`config.mk`:
```
export PLATFORM = sky130hd
export DESIGN_NAME = vrp_front_flat
export DESIGN_NICKNAME = d
export VERILOG_FILES = /design/src/rtl/core/vrp_pkg.sv /design/src/rtl/core/vrp_if.sv /design/src/rtl/core/vrp_front.sv /design/src/flat_wrapper.sv
export SDC_FILE = /design/constraint.sdc
export NUM_CORES = 1
export LEC_CHECK = 0
export ABC_AREA = 1
export ABC_CLOCK_PERIOD_IN_PS = 1100
export BUFFER_PORTS_ARGS = -buffer_cell sky130_fd_sc_hd__clkbuf_2
export CORE_ASPECT_RATIO = 0.6
export CORE_MARGIN = 5
export CORE_UTILIZATION = 27
export DETAILED_ROUTE_END_ITERATION = 6
export PLACE_DENSITY = 0.81
export SYNTH_ARGS = -nofsm -noshare
export SYNTH_HDL_FRONTEND = slang
export SYNTH_SLANG_ARGS = --single-unit
```
`constraint.sdc`:
```
create_clock -name vclk -period 1.1
set_clock_uncertainty 0.15 [all_clocks]
set_input_delay 0.055 -clock vclk [all_inputs]
set_output_delay 0.055 -clock vclk [all_outputs]
set_load 0.1 [all_outputs]
```
`src/rtl/core/vrp_pkg.sv`:
```
package vrp_pkg;

  // Fixed-point constants
  localparam int unsigned VAL_W    = 24;   // rotated value width, Q.12
  localparam int unsigned PROD_W   = 40;   // value times Q2.14 coefficient
  localparam int unsigned SUM_W    = 41;   // sum of two products
  localparam int unsigned PNT_W    = 17;   // centred input coordinate
  localparam int unsigned PZ_W     = 23;   // clamped perspective depth
  localparam int unsigned NUM_W    = 42;   // projection numerator
  localparam int unsigned DIV_BITS = 11;   // quotient bits kept before saturation
  localparam int unsigned DC_W     = PZ_W + 4;

  localparam logic signed [PNT_W-1:0] HalfCube    = 17'sd6144;
  localparam logic signed [24:0]      DistQ12     = 25'sd3276800;
  localparam logic signed [24:0]      MinDepth    = 25'sd410;
  localparam logic signed [NUM_W-1:0] ColScale    = 42'sd102400;
  localparam logic signed [NUM_W-1:0] RowScale    = 42'sd6400;
  localparam logic signed [12:0]      CentreCol   = 13'sd50;
  localparam logic signed [12:0]      CentreRow   = 13'sd20;
  localparam logic [DIV_BITS-1:0]     QuotMax     = '1;

  // Queue geometry
  localparam int unsigned FIFO_DEPTH = 4;
  localparam int unsigned FIFO_AW    = 2;

  // Register map
  typedef enum logic [2:0] {
    REG_COS_X  = 3'd0,
    REG_SIN_X  = 3'd1,
    REG_COS_Y  = 3'd2,
    REG_SIN_Y  = 3'd3,
    REG_COS_Z  = 3'd4,
    REG_SIN_Z  = 3'd5,
    REG_DEPTH  = 3'd6,
    REG_HSHIFT = 3'd7
  } reg_idx_e;

  typedef struct packed {
    logic signed [15:0] cos_x;
    logic signed [15:0] sin_x;
    logic signed [15:0] cos_y;
    logic signed [15:0] sin_y;
    logic signed [15:0] cos_z;
    logic signed [15:0] sin_z;
    logic        [11:0] depth;
    logic signed [8:0]  hshift;
  } cfg_t;

  // Centred point as it waits in the queue
  typedef struct packed {
    logic signed [PNT_W-1:0] x;
    logic signed [PNT_W-1:0] y;
    logic signed [PNT_W-1:0] z;
  } pnt_t;

  typedef struct packed {
    logic full;
    logic empty;
  } fifo_st_t;

  // One stage of the projection divider
  typedef struct packed {
    logic [NUM_W-1:0]    rem_c;
    logic [NUM_W-1:0]    rem_r;
    logic [DIV_BITS-1:0] quo_c;
    logic [DIV_BITS-1:0] quo_r;
    logic [DC_W-1:0]     den_c;
    logic [PZ_W-1:0]     den_r;
    logic                neg_c;
    logic                neg_r;
    logic                ovf_c;
    logic                ovf_r;
    logic signed [15:0]  tx;
    logic signed [15:0]  ty;
    logic signed [15:0]  tz;
    logic                faces;
  } div_t;

  // Round half up from Q.26 to Q.12
  function automatic logic signed [VAL_W-1:0] rnd_q14(input logic signed [SUM_W-1:0] v);
    logic signed [SUM_W-1:0] t;
    t = (v + 41'sd8192) >>> 14;
    return t[VAL_W-1:0];
  endfunction

  function automatic logic signed [15:0] sat16(input logic signed [VAL_W-1:0] v);
    logic signed [15:0] r;
    if (v > 24'sd32767) begin
      r = 16'sh7fff;
    end else if (v < -24'sd32768) begin
      r = 16'sh8000;
    end else begin
      r = v[15:0];
    end
    return r;
  endfunction

endpackage

```
`src/rtl/core/vrp_if.sv`:
```
interface vrp_pnt_if;
  logic               valid;
  logic               ready;
  logic signed [15:0] point_x;
  logic signed [15:0] point_y;
  logic signed [15:0] point_z;
  logic               center_first;

  modport source (output valid, point_x, point_y, point_z, center_first, input ready);
  modport sink   (input valid, point_x, point_y, point_z, center_first, output ready);
endinterface


```
`src/rtl/core/vrp_front.sv`:
```
module vrp_front (
  vrp_pnt_if.sink           pnt_i,
  input  vrp_pkg::fifo_st_t st_i,
  output logic              push_o,
  output vrp_pkg::pnt_t     item_o
);

  logic signed [vrp_pkg::PNT_W-1:0] ofs;

  // Take a transaction whenever the queue has room
  assign pnt_i.ready = !st_i.full;
  assign push_o      = pnt_i.valid && !st_i.full;

  // Shift vertices by half a cube, leave normals alone
  assign ofs      = pnt_i.center_first ? vrp_pkg::HalfCube : '0;
  assign item_o.x = vrp_pkg::PNT_W'(pnt_i.point_x) - ofs;
  assign item_o.y = vrp_pkg::PNT_W'(pnt_i.point_y) - ofs;
  assign item_o.z = vrp_pkg::PNT_W'(pnt_i.point_z) - ofs;

endmodule

```
`src/flat_wrapper.sv`:
```
// flat-port wrapper written by rule: the top's interface ports become plain ports
module vrp_front_flat 
  (st_i, push_o, item_o, pnt_i_valid, pnt_i_point_x, pnt_i_point_y, pnt_i_point_z, pnt_i_center_first, pnt_i_ready);
  vrp_pnt_if pnt_i_i ();
  input  vrp_pkg::fifo_st_t st_i;
  output logic push_o;
  output vrp_pkg::pnt_t item_o;
  input wire logic [$bits(pnt_i_i.valid)-1:0] pnt_i_valid;
  input wire logic [$bits(pnt_i_i.point_x)-1:0] pnt_i_point_x;
  input wire logic [$bits(pnt_i_i.point_y)-1:0] pnt_i_point_y;
  input wire logic [$bits(pnt_i_i.point_z)-1:0] pnt_i_point_z;
  input wire logic [$bits(pnt_i_i.center_first)-1:0] pnt_i_center_first;
  output wire logic [$bits(pnt_i_i.ready)-1:0] pnt_i_ready;
  assign pnt_i_i.valid = pnt_i_valid;
  assign pnt_i_i.point_x = pnt_i_point_x;
  assign pnt_i_i.point_y = pnt_i_point_y;
  assign pnt_i_i.point_z = pnt_i_point_z;
  assign pnt_i_i.center_first = pnt_i_center_first;
  assign pnt_i_ready = pnt_i_i.ready;
  vrp_front u_core (.pnt_i(pnt_i_i), .st_i(st_i), .push_o(push_o), .item_o(item_o));
endmodule
```
Yosys cells after proc, flatten, opt, wreduce, memory -nomap -nowiden
Cells that the tools add are included.
{"block": "word_totals", "regBits": 0, "in_bits": 52, "output_inout_bits": 53}
{"block": "op_classes", "n_addsub": 3, "mux": 1, "n_reduce_logical": 2}
{"operator": "$sub 16x14->17", "count": 3}
{"operator": "$mux 13", "count": 1}
{"operator": "$logic_and 1x1->1", "count": 1}
{"operator": "$logic_not 1->1", "count": 1}

Depth between registers and ports, before layout
Gate-level depths: netlist of the first run.
{"block": "depth", "ltp_word": 2, "ltp_mapped": 8, "mapped_depth_nobuf": 8}

Worst setup path after synthesis of the first run
Ideal clock, no wire load.
{"block": "synth_timing", "kind": "in2out", "from": "input pnt_i_point_x[11]", "to": "output item_o[47] (netlist name)", "arrival_ps": 2229, "t_required_ps": 895, "setup_slack_ps": -1334, "cell_stages": 5, "path_buffers": 0, "cell_sequence": "inv_1 ha_1 inv_1 fa_1 xnor2_1"}
{"item": "start: declaration", "line": "flat_wrapper.sv:9", "source": "input wire logic [$bits(pnt_i_i.point_x)-1:0] pnt_i_point_x;"}
{"item": "end: declaration", "line": "flat_wrapper.sv:7", "source": "output vrp_pkg::pnt_t item_o;"}

Worst setup path in the final report of the first run
{"block": "layout_timing", "from": "input pnt_i_point_x[7]", "to": "output item_o[41] (netlist name)"}
{"block": "layout_between", "elab_chain_cells": 1}
{"item": "$sub 16x14->17", "line": "vrp_front.sv:16", "source": "assign item_o.x = vrp_pkg::PNT_W'(pnt_i.point_x) - ofs;"}
Every way passes these cells.

==> results of run 1 <==
[cells by family (layout without fill, tap and decap cells)]
group	after synthesis	count (layout)	synth area share
xor+xnor	3	3	0.0406
fa+ha+maj	9	9	0.209
buf+inv	56	102	0.516
simple gates	37	37	0.234
[power groups by stage]
stage	clock, mW	combinational, mW	sequential [mW]
after detailed placement	0	1.25	0
after CTS	0	1.31	0
after global placement	0	1.23	0
after floorplan	0	1.36	0
final	0	1.93	0
after global routing	0	1.98	0
[layout make-up]
| cell class | instances | area (um^2) | share of cell area |
|---|---|---|---|
| multi-input combinational | 49 | 626 | 0.359 |
| tap | 30 | 37.5 | 0.0215 |
| inverter | 23 | 131 | 0.0753 |
| timing repair buffer | 79 | 950 | 0.544 |
[layer usage]
metal | vias up | global-route usage
met5 | - | 0
met2 | 54 | 0.247
met1 | 387 | 0.106
li1 | 365 | -
met3 | 6 | 0.0335
met4 | 0 | 0.00735
[worst paths after layout]
path | from | endpoint
max | pnt_i_point_x[7] | item_o[41]
min | st_i[1] | push_o
[synth_stat cells]
master,n
buf_4,33
fa_1,3
ha_1,6
inv_1,23
nand2_1,24
nand3_1,6
nor2_1,5
nor2_2,2
xnor2_1,1
xor2_1,2
[metrics by stage]
step                      setup slack (ns)  utilization  instances  instance area [um^2]
after floorplan                     -0.371            -        105                   902
after global placement              -0.457        0.544        144                  1210
after detailed placement            -0.508        0.544        144                  1210
after CTS                           -0.333        0.609        146                  1360
after global routing                -0.380        0.783        181                  1740
final                               -0.374        0.783        181                  1740
[timing repair]
action | CTS | global route
endpoints found under the hold margin | 33 | 33
setup buffers | 2 | 2
pin swaps | 20 | 6
setup endpoints to repair | 15 | 15
resized for setup | 26 | 8
==> results.yml, run 1 <==
power_and_ir_drop:
  power.leakage_nw: 0.791
  p_int_mw: 0.576
  pwr-share-clk: 0
  ir_drop_mv: 0.493
  power_mw: 1.93
  p_sw_frac: 0.702
  power_density_nw_per_um2: 1110
  seqPwrFrac: 0
  combPwrFrac: 1.000
  p_switching_mw: 1.36
layout:
  layout_commonest_cell: "dlygate4sd3_1"
  fin_nets: 214
  nClkBuffers: 0
  fillers: 104
  area_growth_syn_to_layout_pct: 170
  seq_area_um2: 0
  layout-drive-gt1-share: 0.616
  n_sequential_cell: 0
  final_cell_mix: "33 x dlygate4sd3_1, 20 x buf_12, 15 x inv_1, 14 x clkbuf_2, 8 x nand2_4"
  antenna_cells: 0
logic_synthesis:
  seq_area_frac_synth: 0
  synth_nets: 166
  synthTopCellsByArea: "buf_4 38%, nand2_1 14%, inv_1 13%"
  synth_warnings: 0
  syn-instance-count: 105
  synth_top_area_share: 0.383
  syn_area_um2: 647
  synthDistinctLibCells: 10
  synth_top_area_cell: "buf_4"
  syn_avg_cell_area_um2: 6.16
die:
  die-area_um2: 3510
  rows: 13
  core_um2: 2230
  die_w_um: 73.2
  start_util: 0.290
  die_h_um: 47.9
  io_pins: 105
critical_path:
  slowest_delay_ns: 1.21
  endpoint_kind: "output pin"
  required_ns: 0.89
  cp_max_fo: 1
  crit_path_cell_trace: "dlygate4sd3_1"
  worstSetupPathType: "in2out"
  critPathTopFamily: "buffers and inverters"
  cp.arrival_ns: 1.27
  slowest_stage: "dlygate4sd3_1"
  worst-path-buf-inv: 1
  cp.depth: 1
  critPathLaunchType: "input port"
sta:
  relSlewSlack: 0.319
  finalSetupViolations: 48
  finalCriticalPeriod_ns: 1.47
  fmaxAchievable_ghz: 0.678
  rsz0062_at_grt: "true"
  post-route-period-util: 1.34
  tightest_slew_ns: 1.02
  whs_ns: 0.278
  fin_ws_ns: -0.374
  setup_tns_ns: -15.53
  drv_slew: 0
  hold_viol: 0
detailed_routing:
  dr.pass1.iters: 4
  viasPerCell: 4.49
  drtIter0Drc: 15
  ant_nets: 0
  drt-met1-wl_mm: 1.05
  drc: 0
  wire_per_inst_um: 19.1
  route.met3.wl_um: 271
  wl_met2_mm: 2.09
  wl_mm: 3.46
  highest_layer: "met4"
  vias: 812
worst_hold_path:
  min_path_cells: 3
  min_path_type: "in2out"
placed_design:
  io_buffers: 38
  gp_congestion: 0.743
  place.detailed.hpwl_mm: 1.67
global_routing:
  antenna_found_initial: 0
  grt_pass1_vias: 668
  globalRouteOverflowTotal: 0
  grt_max_degree: 7
  grt_usage: 0.111
  grt_pass1_wl_mm: 3.08
status:
  violations: "negative setup slack"
  status: "finished, violations left"
run:
  cap_viol_max_count: 0
Note: power is estimated with default switching activity, not from simulation.
==> run 2: changes to the inputs <==
- TNS_END_PERCENT: default -> 10
==> run 2 against run 1 <==
  * The run ends with negative hold slack, negative setup slack left
  * Core utilization decreased by 16 points
  * Global-route usage shrank 2.4 points
  * First-iteration DRC count is 27% lower
  * Wire length is 36% lower
  * Non-clock buffer count shrank 16
  * Sequential share of layout area unchanged
  * Combinational power down 19%
  * Flip-flop and latch count unchanged
  * Critical path type unchanged
  * Highest routed layer is now met3
==> results.yml, run 2 (synthesis results as in run 1) <==
status:
  status: "finished, violations left"
  violations: "negative hold slack, negative setup slack"
die:
  die_w_um: 73.2
  die_h_um: 47.9
  rows: 13
  die-area_um2: 3510
  core_um2: 2230
  start_util: 0.290
  io_pins: 105
placed_design:
  io_buffers: 38
  placed_cell_area_um2: 1040
  post-place-ws_ns: -0.361
  dp_cells: 145
  place.detailed.hpwl_mm: 1.40
  gp_congestion: 0.803
sta:
  tightest_slew_ns: 1.02
  fin_ws_ns: -0.374
  setup_tns_ns: -10.69
  rsz0062_at_grt: "true"
  fmaxAchievable_ghz: 0.678
  post-route-period-util: 1.34
  hold_viol: 13
  relSlewSlack: 0.319
  drv_slew: 0
  finalCriticalPeriod_ns: 1.47
  finalSetupViolations: 35
  whs_ns: -0.0400
detailed_routing:
  drtIter0Drc: 11
  dr.pass1.iters: 4
  viasPerCell: 4.18
  wire_per_inst_um: 13.4
  drc: 0
  wl_mm: 2.22
  ant_nets: 0
  vias: 689
critical_path:
  cp_max_fo: 1
  cp.arrival_ns: 1.27
  crit_path_cell_trace: "dlygate4sd3_1"
  critPathLaunchType: "input port"
  slowest_delay_ns: 1.21
  slowest_stage: "dlygate4sd3_1"
  worst-path-buf-inv: 1
  required_ns: 0.89
  endpoint_kind: "output pin"
  worstSetupPathType: "in2out"
  critPathTopFamily: "buffers and inverters"
layout:
  finish.utilization: 0.619
  layout-drive-gt1-share: 0.593
  final_cell_mix: "20 x dlygate4sd3_1, 20 x buf_12, 16 x inv_1, 16 x clkbuf_2, 13 x nand2_1"
  nClkBuffers: 0
  multiInputGateArea_um2: 492
  antenna_cells: 0
  instances_no_fill: 165
  n_sequential_cell: 0
  fillers: 167
  area_growth_syn_to_layout_pct: 113
  seq_area_um2: 0
  fin_nets: 198
  design_area_um2: 1380
worst_hold_path:
  min_path_type: "in2out"
global_routing:
  antenna_found_initial: 0
  grt_usage: 0.0862
  grt_pass1_wl_mm: 2.49
  grt_max_degree: 7
  globalRouteOverflowTotal: 0
  grt_pass1_vias: 598
power_and_ir_drop:
  ir_drop_mv: 0.586
  power_density_nw_per_um2: 1130
  power_mw: 1.56
  power.leakage_nw: 0.674
run:
  cap_viol_max_count: 0
## run 2: cell types whose count changed in the layout (fill, tap and decap cells not counted), moves of 2 or more
cell and delta:
clkbuf_2 +2, nand2_1 +7, buf_6 -2, dlygate4sd3_1 -13, nand2_4 -8, nand2_2 +4
nand3_1 +2, clkbuf_8 -2, nor2_4 -2, inv_4 +2, inv_12 -3, nand3_4 -2
nor2_2 +2, nand2_8 -3
## run 2: final timing paths
path / startpoint / end / depth (start not counted) / slack, ns
hold / removal: pnt_i_point_y[4] / item_o[21] / 0 / -0.04
setup / recovery: pnt_i_point_x[5] / item_o[39] / 1 / -0.37
## run 2: where the power goes
group	internal, mW	switching [mW]	leakage (nW)
clock	0	0	0
sequential	0	0	0
combinational	0.480	1.08	0.674
total	0.480	1.08	0.674
## run 2: per-layer routing
layer / up-vias / share of wire / wire length (um) / global-route usage
met5: - / 0 / 0 / 0
met4: 0 / 0 / 0 / 0
met3: 0 / 0.077 / 171 / 0.0294
met2: 31 / 0.56 / 1250 / 0.156
met1: 325 / 0.36 / 793 / 0.107
li1: 333 / - / - / -
## run 2: area by class of cell
cell class | count | area share
well taps | 30 | 0.0272
inverters | 23 | 0.0690
multi-input cells | 49 | 0.357
repair buffers | 63 | 0.547
## run 2: what timing repair did
item,in CTS,in global routing
buffers inserted,0,0
gates resized for setup,15,19
pin swaps,11,11
endpoints found under the hold margin,33,33
setup endpoints to repair,15,15
