## config.mk

```make
export PLATFORM = sky130hd
export DESIGN_NAME = vrp_fifo
export DESIGN_NICKNAME = d
export VERILOG_FILES = /design/src/rtl/core/vrp_pkg.sv /design/src/rtl/core/vrp_fifo.sv
export SDC_FILE = /design/constraint.sdc
export NUM_CORES = 1
export LEC_CHECK = 0
export ABC_AREA = 1
export BUFFER_PORTS_ARGS = -buffer_cell sky130_fd_sc_hd__buf_2
export CORE_ASPECT_RATIO = 1.25
export CORE_MARGIN = 1.5
export CORE_UTILIZATION = 44
export CTS_CLUSTER_DIAMETER = 40
export DETAILED_ROUTE_END_ITERATION = 10
export GPL_TIMING_DRIVEN = 0
export HOLD_SLACK_MARGIN = 0.1
export PLACE_DENSITY = 0.65
export SLEW_MARGIN = 25
export SYNTH_ARGS = -nofsm -noshare
export SYNTH_HDL_FRONTEND = slang
export SYNTH_SLANG_ARGS = --single-unit
```

## constraint.sdc

```tcl
create_clock -name clk_i -period 2.6 [get_ports clk_i]
set_input_delay 0.39 -clock clk_i [delete_from_list [all_inputs] [get_ports clk_i]]
set_output_delay 0.39 -clock clk_i [all_outputs]
set_load 0.05 [all_outputs]
```

## src/rtl/core/vrp_pkg.sv

```systemverilog
package vrp_pkg;

  // Fixed-point constants
  localparam int unsigned VAL_W    = 24;   // rotated value width, Q.12
  localparam int unsigned PROD_W   = 40;   // value times Q2.14 coefficient
  localparam int unsigned SUM_W    = 41;   // sum of two products
  localparam int unsigned PNT_W    = 17;   // centred input coordinate
  localparam int unsigned PZ_W     = 23;   // clamped perspective depth
  localparam int unsigned NUM_W    = 42;   // projection numerator
  localparam int unsigned DIV_BITS = 11;   // quotient bits kept before saturation
  localparam int unsigned DC_W     = PZ_W + 4;

  localparam logic signed [PNT_W-1:0] HalfCube    = 17'sd6144;
  localparam logic signed [24:0]      DistQ12     = 25'sd3276800;
  localparam logic signed [24:0]      MinDepth    = 25'sd410;
  localparam logic signed [NUM_W-1:0] ColScale    = 42'sd102400;
  localparam logic signed [NUM_W-1:0] RowScale    = 42'sd6400;
  localparam logic signed [12:0]      CentreCol   = 13'sd50;
  localparam logic signed [12:0]      CentreRow   = 13'sd20;
  localparam logic [DIV_BITS-1:0]     QuotMax     = '1;

  // Queue geometry
  localparam int unsigned FIFO_DEPTH = 4;
  localparam int unsigned FIFO_AW    = 2;

  // Register map
  typedef enum logic [2:0] {
    REG_COS_X  = 3'd0,
    REG_SIN_X  = 3'd1,
    REG_COS_Y  = 3'd2,
    REG_SIN_Y  = 3'd3,
    REG_COS_Z  = 3'd4,
    REG_SIN_Z  = 3'd5,
    REG_DEPTH  = 3'd6,
    REG_HSHIFT = 3'd7
  } reg_idx_e;

  typedef struct packed {
    logic signed [15:0] cos_x;
    logic signed [15:0] sin_x;
    logic signed [15:0] cos_y;
    logic signed [15:0] sin_y;
    logic signed [15:0] cos_z;
    logic signed [15:0] sin_z;
    logic        [11:0] depth;
    logic signed [8:0]  hshift;
  } cfg_t;

  // Centred point as it waits in the queue
  typedef struct packed {
    logic signed [PNT_W-1:0] x;
    logic signed [PNT_W-1:0] y;
    logic signed [PNT_W-1:0] z;
  } pnt_t;

  typedef struct packed {
    logic full;
    logic empty;
  } fifo_st_t;

  // One stage of the projection divider
  typedef struct packed {
    logic [NUM_W-1:0]    rem_c;
    logic [NUM_W-1:0]    rem_r;
    logic [DIV_BITS-1:0] quo_c;
    logic [DIV_BITS-1:0] quo_r;
    logic [DC_W-1:0]     den_c;
    logic [PZ_W-1:0]     den_r;
    logic                neg_c;
    logic                neg_r;
    logic                ovf_c;
    logic                ovf_r;
    logic signed [15:0]  tx;
    logic signed [15:0]  ty;
    logic signed [15:0]  tz;
    logic                faces;
  } div_t;

  // Round half up from Q.26 to Q.12
  function automatic logic signed [VAL_W-1:0] rnd_q14(input logic signed [SUM_W-1:0] v);
    logic signed [SUM_W-1:0] t;
    t = (v + 41'sd8192) >>> 14;
    return t[VAL_W-1:0];
  endfunction

  function automatic logic signed [15:0] sat16(input logic signed [VAL_W-1:0] v);
    logic signed [15:0] r;
    if (v > 24'sd32767) begin
      r = 16'sh7fff;
    end else if (v < -24'sd32768) begin
      r = 16'sh8000;
    end else begin
      r = v[15:0];
    end
    return r;
  endfunction

endpackage

```

## src/rtl/core/vrp_fifo.sv

```systemverilog
module vrp_fifo (
  input  logic              clk_i,
  input  logic              rst_ni,
  input  logic              push_i,
  input  vrp_pkg::pnt_t     data_i,
  input  logic              pop_i,
  output vrp_pkg::pnt_t     data_o,
  output vrp_pkg::fifo_st_t st_o
);

  vrp_pkg::pnt_t                mem_q [vrp_pkg::FIFO_DEPTH];
  logic [vrp_pkg::FIFO_AW-1:0]  wr_ptr_q, wr_ptr_d;
  logic [vrp_pkg::FIFO_AW-1:0]  rd_ptr_q, rd_ptr_d;
  logic [vrp_pkg::FIFO_AW:0]    cnt_q, cnt_d;

  assign st_o.full  = (cnt_q == (vrp_pkg::FIFO_AW+1)'(vrp_pkg::FIFO_DEPTH));
  assign st_o.empty = (cnt_q == '0);
  assign data_o     = mem_q[rd_ptr_q];

  // Advance pointers and occupancy
  always_comb begin
    wr_ptr_d = push_i ? wr_ptr_q + 1'b1 : wr_ptr_q;
    rd_ptr_d = pop_i ? rd_ptr_q + 1'b1 : rd_ptr_q;
    cnt_d    = cnt_q;
    if (push_i && !pop_i) begin
      cnt_d = cnt_q + 1'b1;
    end else if (!push_i && pop_i) begin
      cnt_d = cnt_q - 1'b1;
    end
  end

  always_ff @(posedge clk_i or negedge rst_ni) begin
    if (!rst_ni) begin
      wr_ptr_q <= '0;
      rd_ptr_q <= '0;
      cnt_q    <= '0;
    end else begin
      wr_ptr_q <= wr_ptr_d;
      rd_ptr_q <= rd_ptr_d;
      cnt_q    <= cnt_d;
    end
  end

  // Store the entry
  always_ff @(posedge clk_i) begin
    if (push_i) begin
      mem_q[wr_ptr_q] <= data_i;
    end
  end

endmodule

```

# == Word level (Yosys, flattened, before mapping) ==
# Memory sizes are Yosys's and may differ from the RTL's.
# Cells that the tools add are included.
# op_classes
muxes,4
reduce_logical,6
addsub,4
n_eq_ne,1
# op_table
op,count
$mux W3,2
$add A2 B1 Y2 const B,2
$add A3 B1 Y3 const B,1
$eq A3 B3 Y1 const B,1
$logic_not A3 Y1,1
$sub A3 B1 Y3 const B,1
$logic_and A1 B1 Y1,2
$logic_not A1 Y1,2
$mux W1,2
$reduce_bool A2 Y1,1
# totals
reg_bits,7
inputBits,55
mem_count,1
mem_bits_rw,204
wordCells,19
# mem_list
memory,depth,word_bits,rd,rd_clocked_by_memory_dff,wr,line,rtl
mem_q,4,51,1,0,1,vrp_fifo.sv:11,vrp_pkg::pnt_t mem_q [vrp_pkg::FIFO_DEPTH];

# == Longest topological paths before layout ==
# Gate-level depths: netlist (run 1).
# depth
word_depth,4
depth_mapped,9
mapped_depth_nobuf,9

# == Worst setup path after synthesis (run 1) ==
# Ideal clock, no wire load.
# synth_timing
path_type,input to register
start,in push_i
end,mem mem_q[0][0] (netlist bit) (enable)
cell_stages,3
slack_ns,0.516
n_path_buf,1
setup_time_ns,0.405
arrival_ns,1.679
path_cell_list,clkbuf_1 > nand2_1 > inv_1
# synth_between
elab_chain_len,2
# synth_lines
element,line,rtl
"start, declared",vrp_fifo.sv:4,"input logic push_i,"
$mux W1,vrp_fifo.sv:46,if (push_i) begin
$mux W1 (not written as such),vrp_fifo.sv:47,mem_q[wr_ptr_q] <= data_i;
"end, declared",vrp_fifo.sv:11,
# No other way between the ends.

==> results.py, run 1 <==
metrics = {
    "clock_network": {
        "cts_setup_buffers": 0,
        "clk_pin_slew_worst_paths_ns": 0.06,
        "ctsLongestPathBuffers": 3,
        "htreeDepth": 1,
        "cts_sinks": 211,
        "insertion_delay_ns": 0.50,
        "cts-buffers-inserted": 25,
        "cts_tree": "built",
        "root_buffer": "clkbuf_16",
    },
    "logic_synthesis": {
        "ys_ff_latch": 211,
        "synth_top_cell_area_share_pct": 71.5,
        "asyncSetResetFlopFracSynth_pct": 3.32,
        "ys_seq_area_share_pct": 73.6,
        "synth-adder-area-share_pct": 0.964,
        "synth_mux_area_share_pct": 0,
        "synth.avg_cell_area_um2": 13.3,
        "synth_ff_type": "edfxtp_1",
        "synthesis.nets": 704,
        "syn_area_um2": 8560,
        "synth_top_family_by_area": "compound AO/OA/AOI/OAI gates",
        "post-synth-top-area-cell": "edfxtp_1",
        "synth-edff-count": 204,
        "netlist_top_cells_area": "edfxtp_1 72%, o211ai_1 8.6%, nand2_1 7.3%",
        "synth_xor_area_share_pct": 0.409,
        "synth_cell_types": 20,
        "synthSimpleGateAreaFrac_pct": 7.52,
        "syn_inst": 643,
        "yosysWarnings": 0,
        "synth_compound_area_share_pct": 9.23,
    },
    "sta": {
        "final_hold_viol_count": 0,
        "worst_slew_pin_slew_ns": 0.553,
        "setup_tns_ns": 0,
        "setup_viol_count_final": 0,
        "slew_violations": 0,
        "fin_ws_ns": 0.194,
        "fin_worst_skew_ns": 0.0122,
        "max_freq_mhz": 416,
        "fin_crit_sh_pct": 92.5,
        "rsz0062_at_grt": "false",
        "max_slew_margin_pct": 63.1,
        "whs_ns": 0.114,
        "min_period_ns": 2.41,
    },
    "global_route": {
        "grt_pass1_wl_um": 28700,
        "use_met1_pct": 21.9,
        "track_usage_pct": 18.2,
        "use_met3_pct": 3.13,
        "use_met2_pct": 33.2,
        "antenna_found_initial": 1,
        "grt_busiest_layer": "met2",
        "grt_max_degree": 28,
        "grt_pass1_vias": 5660,
        "grt-ovfl-total": 0,
    },
    "floorplan": {
        "start_util_pct": 45.3,
        "fp.dieW_um": 128,
        "ios": 108,
        "core_um2": 18900,
        "fp-row-count": 56,
        "die_area_um2": 20300,
        "die_y_um": 159,
    },
    "detailed_routing": {
        "first_pass_iters": 4,
        "drc_errors": 0,
        "viasPerCell": 4.99,
        "drtIter0Drc": 266,
        "drtAntennaViolNets": 0,
        "drt_wl_total_um": 18400,
        "post_drt_wl_per_cell_um": 17.2,
        "num_vias": 5336,
    },
    "worst_setup_path": {
        "crit_type": "flip-flop to output pin",
        "cp_max_fo": 10,
        "worst_ep_required_time_ns": 2.21,
        "critPathLaunchType": "flip-flop",
        "cp.arrival_ns": 2.02,
        "worstSetupEndpointType": "output pin",
    },
    "placement": {
        "port_buffers": 107,
        "dp_hpwl_um": 11500,
        "gp_congestion": 0.713,
        "post-place-ws_ns": 0.717,
    },
    "cells_and_area": {
        "drive_gt1_share_pct": 23.0,
        "area_delta_synth_final_pct": 24.1,
        "num-fill-cells": 1529,
        "num-nets-final": 879,
        "utilization_pct": 56.2,
    },
    "power": {
        "vdd_drop_max_uv": 735,
        "power.total_mw": 14.1,
        "leakage_nw": 4.36,
        "power_density_nw_per_um2": 1330,
    },
    "run": {
        "maxCapViolCount": 0,
    },
    "status": {
        "status": "finished clean",
    },
    "hold_path": {
        "hold_path_class": "input pin to flip-flop",
    },
}
[cells by family after synthesis]
| kind of cell | count (synthesis) |
|---|---|
| AOI/OAI and AO/OA | 103 |
| buffers and inverters | 149 |
| DFF | 211 |
| xor gates and xnor gates | 4 |
| and+or+nand+nor | 170 |
| adders and majority gates | 6 |
[repair_timing]
item	4_1_cts	5_1_grt
resized for setup	0	0
endpoints found under the hold margin	132	4
hold buffers	36	1
[layout make-up]
cell class              instances  area [µm²]  area share (%)
diodes                          1        2.50          0.0235
plain buffers                  35         282            2.65
clock buffers                  26         629            5.92
clock inverters                19         148            1.39
inverters                     114         438            4.12
multi-input cells             283        1550            14.6
flip-flops and latches        211        6300            59.3
well taps                     232         290            2.73
repair buffers                148         986            9.28
[worst paths after layout]
kind                        startpoint           end  slack, ns  depth (start not counted)
max reg2reg                wr_ptr_q[1]  mem_q[1][11]       0.91                          5
min                         data_i[45]  mem_q[3][45]       0.11                          1
max in group asynchronous       rst_ni   rd_ptr_q[0]       2.18                          2
min in group asynchronous       rst_ni   wr_ptr_q[0]       0.25                          2
min reg2reg                   cnt_q[2]      cnt_q[2]       0.53                          2
max                        rd_ptr_q[1]    data_o[45]       0.19                          5
[synthesized netlist by cell type, drive strengths merged (2+ instances only)]
cell type and instances:
dfrtp 7, clkbuf 2, edfxtp 204, buf 33, xor2 3, nand2 166
ha 5, o211ai 102, nor3 2, inv 114
[registers in the layout, indices dropped and copies added (netlist names)]
signal	flops
wr_ptr_q	2
rd_ptr_q	2
mem_q	204
cnt_q	3
[worst max-delay path, stage by stage (launching register included)]
cell      delay (ns)
dfrtp_1         0.32
buf_4           0.15
clkbuf_1        0.45
o211ai_1        0.17
nand2_1         0.15
buf_2           0.28
[cell usage in the layout, fill, tap and decap left out, types with 4 or more instances in the layout]
cell type        n
inv_4            4
dfrtp_1          7
o211ai_1        98
ha_1             5
buf_12           4
buf_6           15
o211ai_2         4
edfxtp_1       204
dlygate4sd3_1   37
inv_1          109
buf_2          122
clkinv_1         5
clkbuf_16       25
nand2_1        166
clkinv_2         4
[per-stage QoR]
step / cells / cell area, µm²
final: 1069 / 10600
after global routing: 1068 / 10600
after CTS: 1067 / 10600
after detailed placement: 986 / 9480
after global placement: 982 / 9390
after floorplan: 643 / 8560
[power by group]
| group | switching [mW] | internal (mW) | leakage (nW) | total [mW] |
|---|---|---|---|---|
| registers | 0.179 | 4.45 | 1.96 | 4.63 |
| logic | 4.68 | 1.60 | 2.03 | 6.28 |
| clock network | 1.32 | 1.88 | 0.379 | 3.20 |
[per-layer routing]
| metal | routed length [µm] | part of all wire, % |
|---|---|---|
| met3 | 789 | 4.3 |
| met4 | 310 | 1.7 |
| met5 | 0 | 0 |
| met2 | 9870 | 54 |
| met1 | 7390 | 40 |
(Power assumes the default switching activity.)
==> run 2, diff against run 1 <==
CORE_ASPECT_RATIO = default   (was 1.25)
==> run 2 against run 1 <==
  * Power grew 1.0%
  * Worst setup slack got worse by 0.044 ns
  * Clock skew fell by 0.0031 ns
  * Final cell count rose by 3.8%
  * Die area hardly changed
  * Worst hold slack improved by 0.0065 ns
  * Combinational power grew 1%
  * Clock-buffer cell count increased by 6
  * Sequential power about the same
  * Clock power up 3%
  * Global-route usage is 0.62 points higher
  * Critical path type unchanged
  * Highest routed layer unchanged
==> results.py, run 2 (synthesized netlist as in run 1, its figures left out) <==
metrics = {
    "global_route": {
        "track_usage_pct": 18.8,
        "grt-ovfl-total": 0,
        "grt_pass1_vias": 5722,
        "grt_max_degree": 39,
        "antenna_found_initial": 0,
        "grt_pass1_wl_um": 29000,
    },
    "detailed_routing": {
        "viasPerCell": 4.84,
        "drc_errors": 0,
        "drtAntennaViolNets": 0,
        "first_pass_iters": 6,
        "drt_wl_total_um": 18500,
        "drtIter0Drc": 304,
        "num_vias": 5375,
        "post_drt_wl_per_cell_um": 16.7,
    },
    "clock_network": {
        "insertion_delay_ns": 0.51,
        "clk_pin_slew_worst_paths_ns": 0.06,
        "root_buffer": "clkbuf_16",
        "cts_tree": "built",
        "cts_sinks": 211,
        "htreeDepth": 1,
        "cts_resized": 0,
        "ctsLongestPathBuffers": 3,
        "cts-buffers-inserted": 26,
    },
    "floorplan": {
        "start_util_pct": 45.3,
        "ios": 108,
        "fp.dieW_um": 143,
        "die_y_um": 143,
        "die_area_um2": 20300,
        "core_um2": 18900,
        "fp-row-count": 50,
    },
    "worst_setup_path": {
        "rr_worst_depth": 5,
        "cp.arrival_ns": 2.06,
        "reg2reg_slack_ns": 0.97,
        "reg2reg_from": "wr_ptr_q[1]",
        "crit_start": "rd_ptr_q[1]",
        "worstReg2RegEnd": "mem_q[1][7]",
        "critPathLaunchType": "flip-flop",
        "worstSetupEndpointType": "output pin",
        "worst_ep_required_time_ns": 2.21,
        "cp_max_fo": 10,
        "crit_type": "flip-flop to output pin",
    },
    "power": {
        "power_density_nw_per_um2": 1310,
        "leakage_nw": 4.43,
        "vdd_drop_max_uv": 705,
        "power.total_mw": 14.3,
    },
    "placement": {
        "gp_congestion": 0.723,
        "port_buffers": 107,
        "dp_hpwl_um": 11500,
        "place_inst": 1014,
        "placed_area_um2": 9540,
    },
    "sta": {
        "rsz0062_at_grt": "false",
        "final_hold_viol_count": 0,
        "slew_violations": 0,
        "fin_crit_sh_pct": 94.2,
        "whs_ns": 0.120,
        "worst_slew_pin_slew_ns": 0.637,
        "max_freq_mhz": 408,
        "setup_viol_count_final": 0,
        "fin_worst_skew_ns": 0.00918,
        "max_slew_margin_pct": 57.6,
        "min_period_ns": 2.45,
    },
    "cells_and_area": {
        "largest_reg_flops": 204,
        "diodes": 0,
        "final_area_um2": 10800,
        "layout_common_cells": "204 x edfxtp_1, 166 x nand2_1, 122 x buf_2",
        "finalNonFillerCells": 1110,
        "final_common_cell": "edfxtp_1",
        "area_delta_synth_final_pct": 26.6,
        "regMostFlops": "mem_q",
        "drive_gt1_share_pct": 22.7,
        "num-nets-final": 892,
        "largest_registers": "mem_q (204), cnt_q (3)",
    },
    "hold_path": {
        "min_to": "mem_q[0][9]",
        "min_path_cells": 1,
        "hp-start": "data_i[9]",
        "hold_path_class": "input pin to flip-flop",
    },
    "status": {
        "status": "finished clean",
    },
    "run": {
        "maxCapViolCount": 0,
    },
}
## run 2: cell count changes in the layout (fill, tap and decap cells not counted), sizes merged
cell,change
bufinv,-1
clkbuf,+6
diode,-1
inv,+2
clkinv,-6
clkinvlp,+1
dlygate4sd3,+12
## run 2: layer usage
layer / global-route usage (%) / up-vias / routed length, µm
met5: 0 / - / 0
li1: - / 2614 / -
met2: 33.5 / 147 / 9470
met4: 5.86 / 0 / 319
met1: 23.5 / 2587 / 7730
met3: 3.23 / 27 / 993
## run 2: final cells by class
cell class,instances,area (µm²)
Fill cell,1550,8050
Multi-Input combinational cell,283,1550
Sequential cell,211,6300
Tap cell,260,325
Clock inverter,15,114
Inverter,114,438
Timing Repair Buffer,160,1140
Clock buffer,32,694
Buffer,35,282
## run 2: power breakdown
| part | leakage (nW) | switching (mW) | internal (mW) |
|---|---|---|---|
| logic | 2.09 | 4.70 | 1.64 |
| clock network | 0.386 | 1.36 | 1.93 |
| registers | 1.96 | 0.175 | 4.45 |
| total | 4.43 | 6.24 | 8.02 |
## run 2: how the worst max path moves through the flow
stage	end	slack (ns)
after floorplan	mem_q[0][0]	0.52
after global placement	mem_q[3][25]	-0.49
after detailed placement	data_o[45]	0.69
after CTS	data_o[45]	0.14
after global routing	data_o[1]	0.03
final	data_o[4]	0.15
## run 2: stage by stage
stage	utilization, %	setup slack, ns	TNS, ns
3_3_place_gp	49.9	-0.488	-96.15
5_1_grt	57.4	0.0321	0
2_1_floorplan	-	0.516	0
3_5_place_dp	50.5	0.687	0
6_report	57.4	0.150	0
4_1_cts	57.4	0.141	0
## run 2: what timing repair did
action	4_1_cts	5_1_grt
endpoints found under the hold margin	185	0
hold buffers	49	0
setup buffers	0	0
## run 2: worst max-delay path, cell delays in order (launching register included)
cell and delay, ns:
dfrtp_1 0.32, buf_4 0.15, clkbuf_1 0.51, o211ai_1 0.19, nand2_1 0.12, buf_2 0.26
